File: config.mk
export PLATFORM = sky130hd
export DESIGN_NAME = dns_response_a_record_extractor_flat
export DESIGN_NICKNAME = d
export VERILOG_FILES = /design/src/rtl/dra_pkg.sv /design/src/rtl/dra_in_if.sv /design/src/rtl/dra_out_if.sv /design/src/rtl/dra_in_stage.sv /design/src/rtl/dra_parse.sv /design/src/rtl/dns_response_a_record_extractor.sv /design/src/flat_wrapper.sv
export SDC_FILE = /design/constraint.sdc
export NUM_CORES = 1
export LEC_CHECK = 0
export BUFFER_PORTS_ARGS = -buffer_cell sky130_fd_sc_hd__buf_2
export CAP_MARGIN = 10
export CORE_ASPECT_RATIO = 0.7
export CORE_MARGIN = 4
export CORE_UTILIZATION = 55
export CTS_BUF_LIST = sky130_fd_sc_hd__clkbuf_2 sky130_fd_sc_hd__clkbuf_4 sky130_fd_sc_hd__clkbuf_8
export DETAILED_ROUTE_END_ITERATION = 8
export GPL_ROUTABILITY_DRIVEN = 0
export PLACE_DENSITY = 0.74
export SYNTH_ARGS = -nofsm -noshare
export SYNTH_HDL_FRONTEND = slang
export SYNTH_HIERARCHICAL = 1
export SYNTH_SLANG_ARGS = --single-unit
File: constraint.sdc
create_clock -name clk -period 3.6 [get_ports clk]
set_input_delay 0.36 -clock clk [delete_from_list [all_inputs] [get_ports clk]]
set_output_delay 0.36 -clock clk [all_outputs]
set_load 0.005 [all_outputs]
File: src/rtl/dra_pkg.sv
`timescale 1ns / 1ps
`default_nettype none
// ----------------------------------------------------------------------------
// dra_pkg: shared types and constants
// Byte-stream DNS reply parser: limits, header masks, record offsets,
// status codes and the parse phase encoding.
// ----------------------------------------------------------------------------
package dra_pkg;

  localparam int unsigned PACKET_BYTES = 512;
  localparam int unsigned POS_W        = 10;
  localparam int unsigned AIM_W        = 17;
  localparam int unsigned TYPE_LIMIT   = PACKET_BYTES - 11;

  localparam logic [7:0] RESP_MASK  = 8'h80;
  localparam logic [7:0] RCODE_MASK = 8'h0f;

  // header positions
  localparam logic [POS_W-1:0] POS_FLAGS  = POS_W'(2);
  localparam logic [POS_W-1:0] POS_RCODE  = POS_W'(3);
  localparam logic [POS_W-1:0] POS_HDR_END = POS_W'(11);

  // question end to first record type: qtype, qclass, compressed name
  localparam logic [AIM_W-1:0] QTAIL_SKIP = AIM_W'(7);
  // record type to next record type, excluding data
  localparam logic [AIM_W-1:0] REC_FIXED  = AIM_W'(12);

  // offsets inside one answer record
  localparam logic [POS_W-1:0] OFF_TYPE_HI = POS_W'(0);
  localparam logic [POS_W-1:0] OFF_TYPE_LO = POS_W'(1);
  localparam logic [POS_W-1:0] OFF_LEN_HI  = POS_W'(8);
  localparam logic [POS_W-1:0] OFF_LEN_LO  = POS_W'(9);
  localparam logic [POS_W-1:0] OFF_ADDR_LO = POS_W'(10);
  localparam logic [POS_W-1:0] OFF_ADDR_HI = POS_W'(13);

  localparam logic [15:0] TYPE_A = 16'd1;

  typedef enum logic [1:0] {
    ST_FOUND     = 2'd0,
    ST_BAD_REPLY = 2'd1,
    ST_LIMIT     = 2'd2,
    ST_SHORT     = 2'd3
  } status_t;

  typedef enum logic [4:0] {
    PH_HEADER   = 5'b00001,
    PH_QUESTION = 5'b00010,
    PH_ANSWER   = 5'b00100,
    PH_CAPTURE  = 5'b01000,
    PH_IDLE     = 5'b10000
  } phase_t;

  typedef struct packed {
    logic [7:0] packet_byte;
    logic       last_byte;
  } beat_t;

  // handshake between input stage and parse stage
  typedef struct packed {
    logic  valid;
    beat_t beat;
  } stage_t;

endpackage
`default_nettype wire

File: src/rtl/dra_in_if.sv
`timescale 1ns / 1ps
`default_nettype none
// ----------------------------------------------------------------------------
// dra_in_if: reply byte channel
// Valid/ready channel carrying one reply byte and its end marker per beat.
// ----------------------------------------------------------------------------
interface dra_in_if;
  logic       valid;
  logic       ready;
  logic [7:0] packet_byte;
  logic       last_byte;

  modport source (output valid, output packet_byte, output last_byte, input ready);
  modport sink   (input valid, input packet_byte, input last_byte, output ready);
endinterface
`default_nettype wire

File: src/rtl/dra_out_if.sv
`timescale 1ns / 1ps
`default_nettype none
// ----------------------------------------------------------------------------
// dra_out_if: result channel
// Valid/ready channel carrying the parse status and the extracted address.
// ----------------------------------------------------------------------------
interface dra_out_if;
  logic        valid;
  logic        ready;
  logic [1:0]  status;
  logic [31:0] ip_address;

  modport source (output valid, output status, output ip_address, input ready);
  modport sink   (input valid, input status, input ip_address, output ready);
endinterface
`default_nettype wire

File: src/rtl/dra_in_stage.sv
`timescale 1ns / 1ps
`default_nettype none
// ----------------------------------------------------------------------------
// dra_in_stage: input register
// Holds one accepted byte until the parse stage consumes it.
// ----------------------------------------------------------------------------
module dra_in_stage (
  input  wire logic           clk,
  input  wire logic           rst_n,
  input  wire logic           in_valid,
  output logic                in_ready,
  input  wire dra_pkg::beat_t in_beat,
  input  wire logic           advance,
  output dra_pkg::stage_t     stage
);
  import dra_pkg::*;

  logic  valid_r, valid_nxt;
  beat_t beat_r;

  assign in_ready  = !valid_r || advance;
  assign valid_nxt = (valid_r && !advance) || (in_valid && in_ready);

  always_ff @(posedge clk) begin
    if (!rst_n) begin
      valid_r <= 1'b0;
    end else begin
      valid_r <= valid_nxt;
    end
  end

  always_ff @(posedge clk) begin
    if (in_valid && in_ready) begin
      beat_r <= in_beat;
    end
  end

  assign stage.valid = valid_r;
  assign stage.beat  = beat_r;

endmodule
`default_nettype wire

File: src/rtl/dra_parse.sv
`timescale 1ns / 1ps
`default_nettype none
// ----------------------------------------------------------------------------
// dra_parse: reply parser and result register
// Walks header, question and answer records one byte per cycle, stalling a final
// byte while an earlier result waits, and registers the status and address on it.
// ----------------------------------------------------------------------------
module dra_parse (
  input  wire logic            clk,
  input  wire logic            rst_n,
  input  wire dra_pkg::stage_t stage,
  output logic                 advance,
  output logic                 out_valid,
  input  wire logic            out_ready,
  output logic [1:0]           out_status,
  output logic [31:0]          out_ip_address
);
  import dra_pkg::*;

  logic [POS_W-1:0] pos_r, pos_nxt;
  phase_t           phase_r, phase_nxt;
  logic [POS_W-1:0] ntp_r, ntp_nxt;
  logic [15:0]      rtype_r, rtype_nxt;
  logic [15:0]      dlen_r, dlen_nxt;
  logic [31:0]      addr_r, addr_nxt;
  status_t          code_r, code_nxt;
  logic             fixed_r, fixed_nxt;

  logic             ovalid_r, ovalid_nxt;
  logic [1:0]       ostatus_r, ostatus_nxt;
  logic [31:0]      oip_r, oip_nxt;

  logic [7:0]       b;
  logic [POS_W-1:0] off;
  logic             do_aim;
  logic [AIM_W-1:0] aim_pos;
  logic [POS_W:0]   pos_inc;
  logic             take;
  status_t          status_w;

  assign b       = stage.beat.packet_byte;
  assign off     = (pos_r >= ntp_r) ? (pos_r - ntp_r) : '0;
  assign pos_inc = {1'b0, pos_r} + (POS_W+1)'(1);
  assign advance = !stage.beat.last_byte || !ovalid_r || out_ready;
  assign take    = stage.valid && advance;

  always_comb begin
    pos_nxt   = pos_r;
    phase_nxt = phase_r;
    ntp_nxt   = ntp_r;
    rtype_nxt = rtype_r;
    dlen_nxt  = dlen_r;
    addr_nxt  = addr_r;
    code_nxt  = code_r;
    fixed_nxt = fixed_r;
    do_aim    = 1'b0;
    aim_pos   = '0;
    status_w  = ST_SHORT;

    if (take && !fixed_r && phase_r != PH_IDLE) begin
      case (phase_r)
        PH_HEADER: begin
          if (pos_r == POS_FLAGS && (b & RESP_MASK) == '0) begin
            code_nxt  = ST_BAD_REPLY;
            fixed_nxt = 1'b1;
            phase_nxt = PH_IDLE;
          end else if (pos_r == POS_RCODE && (b & RCODE_MASK) != '0) begin
            code_nxt  = ST_BAD_REPLY;
            fixed_nxt = 1'b1;
            phase_nxt = PH_IDLE;
          end else if (pos_r == POS_HDR_END) begin
            phase_nxt = PH_QUESTION;
          end
        end
        PH_QUESTION: begin
          if (b == '0) begin
            do_aim  = 1'b1;
            aim_pos = AIM_W'(pos_r) + QTAIL_SKIP;
          end
        end
        PH_ANSWER: begin
          if (pos_r >= ntp_r) begin
            if (off == OFF_TYPE_HI) begin
              rtype_nxt = {b, 8'h00};
            end else if (off == OFF_TYPE_LO) begin
              rtype_nxt = rtype_r | {8'h00, b};
            end else if (off == OFF_LEN_HI) begin
              dlen_nxt = {b, 8'h00};
            end else if (off == OFF_LEN_LO) begin
              dlen_nxt = dlen_r | {8'h00, b};
              if (rtype_r == TYPE_A) begin
                phase_nxt = PH_CAPTURE;
              end else begin
                do_aim  = 1'b1;
                aim_pos = AIM_W'(ntp_r) + REC_FIXED + AIM_W'(dlen_r | {8'h00, b});
              end
            end
          end
        end
        PH_CAPTURE: begin
          if (off >= OFF_ADDR_LO && off <= OFF_ADDR_HI) begin
            addr_nxt = {addr_r[23:0], b};
            if (off == OFF_ADDR_HI) begin
              code_nxt  = ST_FOUND;
              fixed_nxt = 1'b1;
              phase_nxt = PH_IDLE;
            end
          end
        end
        default: begin
        end
      endcase

      if (do_aim) begin
        if (aim_pos > AIM_W'(TYPE_LIMIT)) begin
          code_nxt  = ST_LIMIT;
          fixed_nxt = 1'b1;
          phase_nxt = PH_IDLE;
        end else begin
          ntp_nxt   = aim_pos[POS_W-1:0];
          phase_nxt = PH_ANSWER;
        end
      end

      // advance the position, or stop once the buffer limit is reached
      if (!fixed_nxt && phase_nxt != PH_IDLE) begin
        if (pos_inc >= (POS_W+1)'(PACKET_BYTES)) begin
          phase_nxt = PH_IDLE;
        end else begin
          pos_nxt = pos_inc[POS_W-1:0];
        end
      end
    end

    status_w = fixed_nxt ? code_nxt : ST_SHORT;

    // end of reply: report and rearm for the next one
    if (take && stage.beat.last_byte) begin
      pos_nxt   = '0;
      phase_nxt = PH_HEADER;
      ntp_nxt   = '0;
      rtype_nxt = '0;
      dlen_nxt  = '0;
      addr_nxt  = '0;
      code_nxt  = ST_FOUND;
      fixed_nxt = 1'b0;
    end
  end

  // address before the end-of-reply clear
  function automatic logic [31:0] addr_nxt_pre();
    logic [31:0] a;
    a = addr_r;
    if (take && !fixed_r && phase_r == PH_CAPTURE &&
        off >= OFF_ADDR_LO && off <= OFF_ADDR_HI) begin
      a = {addr_r[23:0], b};
    end
    return a;
  endfunction

  always_comb begin
    ovalid_nxt  = ovalid_r && !out_ready;
    ostatus_nxt = ostatus_r;
    oip_nxt     = oip_r;
    if (take && stage.beat.last_byte) begin
      ovalid_nxt  = 1'b1;
      ostatus_nxt = status_w;
      oip_nxt     = (status_w == ST_FOUND) ? addr_nxt_pre() : '0;
    end
  end

  always_ff @(posedge clk) begin
    if (!rst_n) begin
      pos_r    <= '0;
      phase_r  <= PH_HEADER;
      ntp_r    <= '0;
      rtype_r  <= '0;
      dlen_r   <= '0;
      addr_r   <= '0;
      code_r   <= ST_FOUND;
      fixed_r  <= 1'b0;
      ovalid_r <= 1'b0;
    end else begin
      pos_r    <= pos_nxt;
      phase_r  <= phase_nxt;
      ntp_r    <= ntp_nxt;
      rtype_r  <= rtype_nxt;
      dlen_r   <= dlen_nxt;
      addr_r   <= addr_nxt;
      code_r   <= code_nxt;
      fixed_r  <= fixed_nxt;
      ovalid_r <= ovalid_nxt;
    end
  end

  always_ff @(posedge clk) begin
    ostatus_r <= ostatus_nxt;
    oip_r     <= oip_nxt;
  end

  assign out_valid      = ovalid_r;
  assign out_status     = ostatus_r;
  assign out_ip_address = oip_r;

endmodule
`default_nettype wire

File: src/rtl/dns_response_a_record_extractor.sv
`timescale 1ns / 1ps
`default_nettype none
// ----------------------------------------------------------------------------
// dns_response_a_record_extractor: DNS reply A-record extractor
// A result is registered in the output register when the parse stage takes
// the final byte from the input register. Reply bytes pass one per cycle,
// but a result waiting in the output register holds back only the next final byte.
// Reset (rst_n low, synchronous) clears the parse state and empties both
// registers; the parser also rearms itself after every final byte.
// ----------------------------------------------------------------------------
module dns_response_a_record_extractor (
  input wire logic clk,
  input wire logic rst_n,
  dra_in_if.sink   in_chan,
  dra_out_if.source out_chan
);
  import dra_pkg::*;

  stage_t stage;
  beat_t  in_beat;
  logic   advance;

  assign in_beat.packet_byte = in_chan.packet_byte;
  assign in_beat.last_byte   = in_chan.last_byte;

  dra_in_stage u_in_stage (
    .clk      (clk),
    .rst_n    (rst_n),
    .in_valid (in_chan.valid),
    .in_ready (in_chan.ready),
    .in_beat  (in_beat),
    .advance  (advance),
    .stage    (stage)
  );

  dra_parse u_parse (
    .clk            (clk),
    .rst_n          (rst_n),
    .stage          (stage),
    .advance        (advance),
    .out_valid      (out_chan.valid),
    .out_ready      (out_chan.ready),
    .out_status     (out_chan.status),
    .out_ip_address (out_chan.ip_address)
  );

  // a failed or short reply never carries an address
  assert property (@(posedge clk) disable iff (!rst_n)
    out_chan.valid && out_chan.status != ST_FOUND |-> out_chan.ip_address == '0)
    else $error("address present with non-found status");

  // input stalls only when the input register is occupied
  assert property (@(posedge clk) disable iff (!rst_n)
    !in_chan.ready |-> stage.valid)
    else $error("input stalled with empty input register");

  // a held beat is not lost while the parse stage stalls
  assert property (@(posedge clk) disable iff (!rst_n)
    stage.valid && !advance |=> stage.valid && $stable(stage.beat))
    else $error("stalled beat dropped or changed");

  // a new result appears only after a final byte sat in the input register
  assert property (@(posedge clk) disable iff (!rst_n)
    $rose(out_chan.valid) |-> $past(stage.valid && stage.beat.last_byte))
    else $error("result without a final byte");

endmodule
`default_nettype wire

File: src/flat_wrapper.sv
// flat-port wrapper written by rule: the top's interface ports become plain ports
module dns_response_a_record_extractor_flat import dra_pkg::*;
  (clk, rst_n, in_chan_valid, in_chan_packet_byte, in_chan_last_byte, in_chan_ready, out_chan_valid, out_chan_status, out_chan_ip_address, out_chan_ready);
  dra_in_if in_chan_i ();
  dra_out_if out_chan_i ();
  input wire logic clk;
  input wire logic rst_n;
  input wire logic [$bits(in_chan_i.valid)-1:0] in_chan_valid;
  input wire logic [$bits(in_chan_i.packet_byte)-1:0] in_chan_packet_byte;
  input wire logic [$bits(in_chan_i.last_byte)-1:0] in_chan_last_byte;
  output wire logic [$bits(in_chan_i.ready)-1:0] in_chan_ready;
  output wire logic [$bits(out_chan_i.valid)-1:0] out_chan_valid;
  output wire logic [$bits(out_chan_i.status)-1:0] out_chan_status;
  output wire logic [$bits(out_chan_i.ip_address)-1:0] out_chan_ip_address;
  input wire logic [$bits(out_chan_i.ready)-1:0] out_chan_ready;
  assign in_chan_i.valid = in_chan_valid;
  assign in_chan_i.packet_byte = in_chan_packet_byte;
  assign in_chan_i.last_byte = in_chan_last_byte;
  assign in_chan_ready = in_chan_i.ready;
  assign out_chan_valid = out_chan_i.valid;
  assign out_chan_status = out_chan_i.status;
  assign out_chan_ip_address = out_chan_i.ip_address;
  assign out_chan_i.ready = out_chan_ready;
  dns_response_a_record_extractor u_core (.clk(clk), .rst_n(rst_n), .in_chan(in_chan_i), .out_chan(out_chan_i));
endmodule
=== Yosys cells after proc, flatten, opt, wreduce, memory -nomap -nowiden ===
Index checks and enable logic that the tools add are counted.

* Add/sub/neg operators: 5
* $mul: 0
* Divide/modulo/power cells: 0
* $lt $le $gt $ge: 5
* Eq/ne operators: 14
* Shifts and indexed selects: 0
* Multiplexer cells: 60
* Bitwise logic cells: 8
* Reduce and logical (&&, ||, !) cells: 38

{| class="wikitable"
|+ Operators with widths
! kind !! count
|-
| 17-bit 2-to-1 mux || 7
|-
| 5-bit 2-to-1 mux || 16
|-
| 16-bit 2-to-1 mux || 4
|-
| 16-bit by 8-bit bitwise OR with 16-bit output || 3
|-
| 10-bit by 4-bit equality test with 1-bit output, second input constant || 4
|-
| 17-bit one-hot mux with 2 select lines || 1
|-
| 32-bit 2-to-1 mux || 1
|-
| 10-bit by 2-bit equality test with 1-bit output, second input constant || 2
|-
| 11-bit by 16-bit adder with 17-bit output || 1
|-
| 17-bit by 9-bit greater-than comparator with 1-bit output, second input constant || 1
|-
| 1-bit 2-to-1 mux || 17
|-
| 16-bit by 1-bit equality test with 1-bit output, second input constant || 1
|-
| 8-bit logical NOT || 2
|-
| 2-bit 2-to-1 mux || 8
|-
| 5-bit one-hot mux with 3 select lines || 1
|-
| 1-bit logical AND || 14
|-
| 10-bit by 1-bit adder with 11-bit output, second input constant || 1
|-
| 10-bit by 3-bit adder with 11-bit output, second input constant || 1
|-
| 10-bit by 4-bit adder with 11-bit output, second input constant || 1
|-
| 11-bit by 10-bit >= comparator with 1-bit output, second input constant || 1
|-
| 11-bit 2-to-1 mux || 1
|-
| 10-bit by 1-bit equality test with 1-bit output, second input constant || 1
|-
| 10-bit >= comparator || 1
|-
| 10-bit by 4-bit >= comparator with 1-bit output, second input constant || 1
|-
| other kinds (21) || 39
|}

* Bits in registers: 137
* Bits in latches: 0
* Bits in writable memories: 0
* Memory bits (read-only): 0
* Bits of input ports: 13
* Output and inout port bits: 36
* Word-level logic and storage cells: 144
* Memories: 0

=== Longest topological paths before layout ===
* Word-level depth: 17
* Gate-level depth with buffers: 17
* Gate-level depth less buffers: 15

=== By module ===
Netlist, hierarchy kept.

{| class="wikitable"
|+ By module, submodules not included
! module !! times used !! cells each !! area each (um^2) !! seq. area each (um^2)
|-
| dra_parse || 1 || 753 || 6757.7 || 2882.8
|-
| dra_in_stage || 1 || 15 || 335.3 || 290.3
|}

=== Worst setup path after synthesis ===
Ideal clock, no wire load.

* Kind: register to register
* Start: register u_core.u_in_stage.beat_r, in the netlist u_core/u_in_stage/stage[2]
* End: register u_core.u_parse.ntp_r[1]
* Library setup time: 0.135 ns
* Arrival time: 3.671 ns
* Required time: 3.465 ns
* Setup slack: -0.207 ns
* Stages on the path, launching flop included: 17
* Buffers on the path: 1
* Period minus slack after synthesis: 3.807 ns
* Cells stage by stage: edfxtp_1 > or2_2 > ha_1 > ha_1 > inv_1 > fa_1 > nand2b_1 > nand2b_1 > a211o_1 > nor2b_1 > a21oi_1 > a2111o_1 > o41a_1 > o211a_1 > buf_2 > a31oi_1 > a211oi_1

* Longest elaborated chain between the ends: 13
* Elaborated cells between the ends (all ways): 18
* Those cells by class: 1 x add/sub; 1 x order compare; 12 x mux; 2 x bitwise; 2 x reduce/logical

{| class="wikitable"
|+ RTL lines
! element !! RTL line !! text
|-
| start, declared || dra_in_stage.sv:19 || <nowiki>beat_t beat_r;</nowiki>
|-
| start signal, assigned || dra_in_stage.sv:34 || <nowiki>beat_r <= in_beat;</nowiki>
|-
| 16-bit by 8-bit bitwise OR with 16-bit output || dra_parse.sv:95 || <nowiki>aim_pos = AIM_W'(ntp_r) + REC_FIXED + AIM_W'(dlen_r | {8'h00, b});</nowiki>
|-
| 11-bit by 16-bit adder with 17-bit output || dra_parse.sv:95 ||
|-
| 17-bit 2-to-1 mux || dra_parse.sv:91 || <nowiki>if (rtype_r == TYPE_A) begin</nowiki>
|-
| 17-bit 2-to-1 mux || dra_parse.sv:89 || <nowiki>end else if (off == OFF_LEN_LO) begin</nowiki>
|-
| 17-bit 2-to-1 mux || dra_parse.sv:87 || <nowiki>end else if (off == OFF_LEN_HI) begin</nowiki>
|-
| 17-bit 2-to-1 mux || dra_parse.sv:85 || <nowiki>end else if (off == OFF_TYPE_LO) begin</nowiki>
|-
| 17-bit 2-to-1 mux || dra_parse.sv:83 || <nowiki>if (off == OFF_TYPE_HI) begin</nowiki>
|-
| 17-bit 2-to-1 mux || dra_parse.sv:82 || <nowiki>if (pos_r >= ntp_r) begin</nowiki>
|-
| 17-bit one-hot mux with 2 select lines || dra_parse.sv:61 || <nowiki>case (phase_r)</nowiki>
|-
| 17-bit 2-to-1 mux || dra_parse.sv:60 || <nowiki>if (take && !fixed_r && phase_r != PH_IDLE) begin</nowiki>
|-
| 17-bit by 9-bit greater-than comparator with 1-bit output || dra_parse.sv:115 || <nowiki>if (aim_pos > AIM_W'(TYPE_LIMIT)) begin</nowiki>
|-
| 1-bit inverter (no source line) || - ||
|-
| 3-bit AND reduction (no source line) || - ||
|-
| end signal, assigned || dra_parse.sv:186 || <nowiki>ntp_r <= ntp_nxt;</nowiki>
|-
| end, declared || dra_parse.sv:22 || <nowiki>logic [POS_W-1:0] ntp_r, ntp_nxt;</nowiki>
|}

Several ways; a longest one is shown, not always the timed one. The select of a mux whose other input is x is not followed.
A chain may end at the register's enable or synchronous reset.

=== Worst setup path in the final report ===
* Start: register u_core.u_parse.ntp_r[2]
* End: register u_core.u_parse.oip_r[6] (netlist: u_core/u_parse/out_ip_address[6]) (data pin)

* Longest elaborated chain between the ends: 17
* Elaborated cells between the ends (all ways): 47
* Those cells by class: 3 x add/sub; 4 x order compare; 4 x eq/ne; 31 x mux; 5 x reduce/logical

{| class="wikitable"
|+ RTL lines
! element !! RTL line !! text
|-
| 10-bit by 4-bit adder with 11-bit output, or another cell as far along || dra_parse.sv:95 ||
|-
| 11-bit by 16-bit adder with 17-bit output / 10-bit 2-to-1 mux (equally long branches) || dra_parse.sv:95, dra_parse.sv:42 ||
|-
| 17-bit 2-to-1 mux / 10-bit by 4-bit equality test with 1-bit output (equally long branches) || dra_parse.sv:91, dra_parse.sv:89 ||
|-
| 17-bit 2-to-1 mux || dra_parse.sv:89 ||
|-
| 17-bit 2-to-1 mux || dra_parse.sv:87 ||
|-
| 17-bit 2-to-1 mux || dra_parse.sv:85 ||
|-
| 17-bit 2-to-1 mux || dra_parse.sv:83 ||
|-
| 17-bit 2-to-1 mux || dra_parse.sv:82 ||
|-
| 17-bit one-hot mux with 2 select lines || dra_parse.sv:61 ||
|-
| 17-bit 2-to-1 mux || dra_parse.sv:60 ||
|-
| 17-bit by 9-bit greater-than comparator with 1-bit output || dra_parse.sv:115 ||
|-
| 1-bit 2-to-1 mux || dra_parse.sv:115 ||
|-
| 1-bit 2-to-1 mux || dra_parse.sv:114 || <nowiki>if (do_aim) begin</nowiki>
|-
| 1-bit 2-to-1 mux (2 in series) || dra_parse.sv:60 ||
|-
| 2-bit 2-to-1 mux || dra_parse.sv:135 || <nowiki>status_w = fixed_nxt ? code_nxt : ST_SHORT;</nowiki>
|-
| 2-bit logical NOT || dra_parse.sv:168 || <nowiki>oip_nxt = (status_w == ST_FOUND) ? addr_nxt_pre() : '0;</nowiki>
|-
| end signal, assigned || dra_parse.sv:198 || <nowiki>oip_r <= oip_nxt;</nowiki>
|-
| end, declared || dra_parse.sv:31 || <nowiki>logic [31:0] oip_r, oip_nxt;</nowiki>
|}

Several ways; a longest one is shown, not always the timed one. The select of a mux whose other input is x is not followed.

==> metrics.md <==
| Metric | Value |
|---|---|
| Post-DP HPWL | roughly 15 mm |
| Root Driver | clkbuf_8 |
| MaxCap Viol Count | 0 |
| Overall Global Routing Usage | 0.299 |
| Starting Density | 0.567 |
| Post-synth EDFFs | 43 |
| Placed Cells | 1032 |
| Hold buffer count at cts | 0 |
| Post-route DRC | 0 |
| H-tree lvl count | 4 |
| Clk sinks | 137 |
| Synthesis warning total | 6 |
| Clock latency on the worst-skew pair | between 400 and 500 ps |
| Failing checks | setup timing |
| CTS clk-pin slew, worst paths | 90 ps |
| Worst setup EP type | flop |
| Routed wire length per instance | 23.3 um |
| PnR worst setup slack | -519 ps |
| Leakage | 3.57 nW |
| Slew Limit Headroom | 0.551 |
| Initial DRC Count | 1096 |
| Port Buffers | 48 |
| Antenna Cells | 0 |
| Area Overhead vs Synth | 36.3% |
| Worst vdd ir | 304 uV |
| FMAX | 243 MHz |
| Yosys top cell by area | dfxtp_1 |
| RSZ-0062 raised after global routing | true |
| Antenna Violating Nets Remaining | 0 |
| Min cycle time layout | between 4000 and 5000 ps |
| Number of setup violations in the final report | 88 |
| Worst hold-check path type | input port to flop |
| Die ar. | approximately 15000 um^2 |
| Synth Instances | 768 |
| CTS tree | built |
| Netlist cell types | 76 |
| Fin cells | about 1100 |
| Clock buffer count from CTS | 17 |
| First drt pass iteration count | 6 |
| Chip width | 144 um |
| Async set or reset register ratio after synthesis | 0 |
| Core ar. | 12500 um^2 |
| Final core occ | 0.773 |
| Sequential share of the synthesized area | 0.447 |
| Global-route wire length before repair | 34.2 mm |
| PD cells | 336 nW/um^2 |
| Ratio of cells with drive above 1 in the final layout | 0.385 |
| DP Worst Slack | -285 ps |
| Syn_nets | 816 |
| Gr ovfl total | 0 |
| Fin nets | 956 |
| Post-synth top area share | 0.265 |
| Worst-Margin Slew | 671 ps |
| Total wire length | around 25 mm |
| Rows | 34 |
| CP Class | flop to flop |
| Setup TNS | -25880 ps |
| Clock skew | roughly 17 ps |
| Crit path max fanout | 8 |
| Final clock period utilization by the worst path | 1.14 |
| Mapped Avg Cell Area | 9.24 um^2 |
| Maximum clock path buffer count | 2 |
| Min Hold Slack | 79.8 ps |
| Initial antenna violation count | 0 |
| Pins Over Slew Limit | 0 |
| Outcome | finished with violations |
| # IOs | around 50 |
| Number of global-route vias before repair | between 6000 and 7000 |
| Via count | 7053 |
| Synth top cells by count | nor2_1, dfxtp_1, a21oi_1 |
| Worst EP required | 3920 ps |
| Yosys reg bits | 137 |
| Count leader, synth | nor2_1 |
| Synthesized area | 7090 um^2 |
| Via/cell ratio | 6.51 |
| Arrival time at the worst endpoint | 4440 ps |
| Final hold violations | 0 |
| Crit start category | flop |
| Largest net degree at the start of global routing | 49 |
| Die H | between 100 and 150 um |
| Ranking of synthesized cells by area | dfxtp_1, edfxtp_1, nor2_1, ha_1, mux2i_1 |
| Prevailing post-synth register cell | dfxtp_1 |
-- kinds of logic after synthesis --
kind of cell / after synthesis / synth area share
and+or+nand+nor: 308 / 0.213
AOI/OAI and AO/OA: 172 / 0.165
DFF: 137 / 0.447
buffers and inverters: 67 / 0.0439
adders and majority gates: 35 / 0.0639
muxes: 33 / 0.0467
xor gates and xnor gates: 16 / 0.0198
-- registers in the layout (all words and copies together), names as in the netlist, 5 cells and up --
register and count:
u_core/u_parse/ntp_r 10, u_core/u_parse/dlen_r 16, u_core/u_in_stage/stage 9, u_core/u_parse/out_ip_address 32, u_core/u_parse/phase_r 5, u_core/u_parse/rtype_r 16
u_core/u_parse/pos_r 10, u_core/u_parse/addr_r 32
-- per-layer routing --
layer / track usage / part of all wire
met1: 0.423 / 0.39
met2: 0.456 / 0.45
met3: 0.0700 / 0.12
met4: 0.101 / 0.040
met5: 0 / 0
-- stage by stage --
stage / total power, mW / area (um^2)
after global placement: 1.83 / 8130
after floorplan: 1.77 / 7140
final: 3.25 / 9670
after CTS: 3.20 / 8960
after detailed placement: 1.84 / 8130
after global routing: 3.33 / 9670
-- path summary, 6_finish.rpt --
path              cells after the start  slack [ps]                                             end                                    from
setup / recovery                     17        -520  u_core/u_parse/out_ip_address[6]$_SDFFCE_PP0P_    u_core/u_parse/ntp_r[2]$_SDFFE_PP0P_
hold / removal                        1          80            u_core/u_in_stage/stage[4]$_DFFE_PP_                  in_chan_packet_byte[3]
setup reg to reg                     17        -520  u_core/u_parse/out_ip_address[6]$_SDFFCE_PP0P_    u_core/u_parse/ntp_r[2]$_SDFFE_PP0P_
hold reg to reg                       2         460          u_core/u_parse/dlen_r[15]$_SDFFE_PP0P_  u_core/u_parse/dlen_r[15]$_SDFFE_PP0P_
-- critical path: stages (launching register included) --
cell,delay [ps]
dfxtp_1,360
inv_1,140
ha_1,350
inv_1,60
ha_1,360
a211oi_2,290
buf_4,160
o21bai_1,80
a21oi_1,190
xnor2_1,250
nor2_1,120
a2111o_1,310
o41a_1,470
o211ai_2,300
a21oi_4,100
buf_6,160
clkbuf_16,170
nor2_1,110
-- what timing repair did --
| action | 4_1_cts | 5_1_grt |
|---|---|---|
| pin swaps | 11 | 17 |
| buffers inserted | 10 | 6 |
| gates resized for setup | 57 | 127 |
| setup endpoints to repair | 88 | 103 |
| cloned | 2 | 2 |
-- where the power goes --
| part | switching (mW) | total (mW) | internal [mW] |
|---|---|---|---|
| Clock | 0.737 | 1.40 | 0.661 |
| Sequential | 0.0104 | 1.61 | 1.60 |
| Combinational | 0.154 | 0.242 | 0.0885 |
-- area by class of cell --
class	instances	area, um^2
Multi-Input combinational cell	565	4500
Timing Repair Buffer	157	1230
Clock inverter	15	206
Tap cell	162	203
Sequential cell	137	3180
Fill cell	745	2840
Inverter	30	113
Clock buffer	17	234
-- placed cells by master, fill, tap and decap left out, types with 11 or more instances in the layout --
master	Yosys	layout
mux2i_4	0	21
nor3_1	14	13
buf_2	11	48
ha_1	33	18
o21ai_0	19	16
a31oi_1	15	12
nor2_4	0	11
dfxtp_1	94	91
buf_6	3	14
inv_1	30	27
nand3_1	34	32
a21oi_1	62	54
ha_4	0	12
nand2_1	57	54
nor2_1	114	84
clkbuf_8	0	17
nor2_2	0	19
a21oi_2	9	14
buf_4	2	86
edfxtp_1	43	43
No activity file was read; power rests on OpenSTA's default activity.
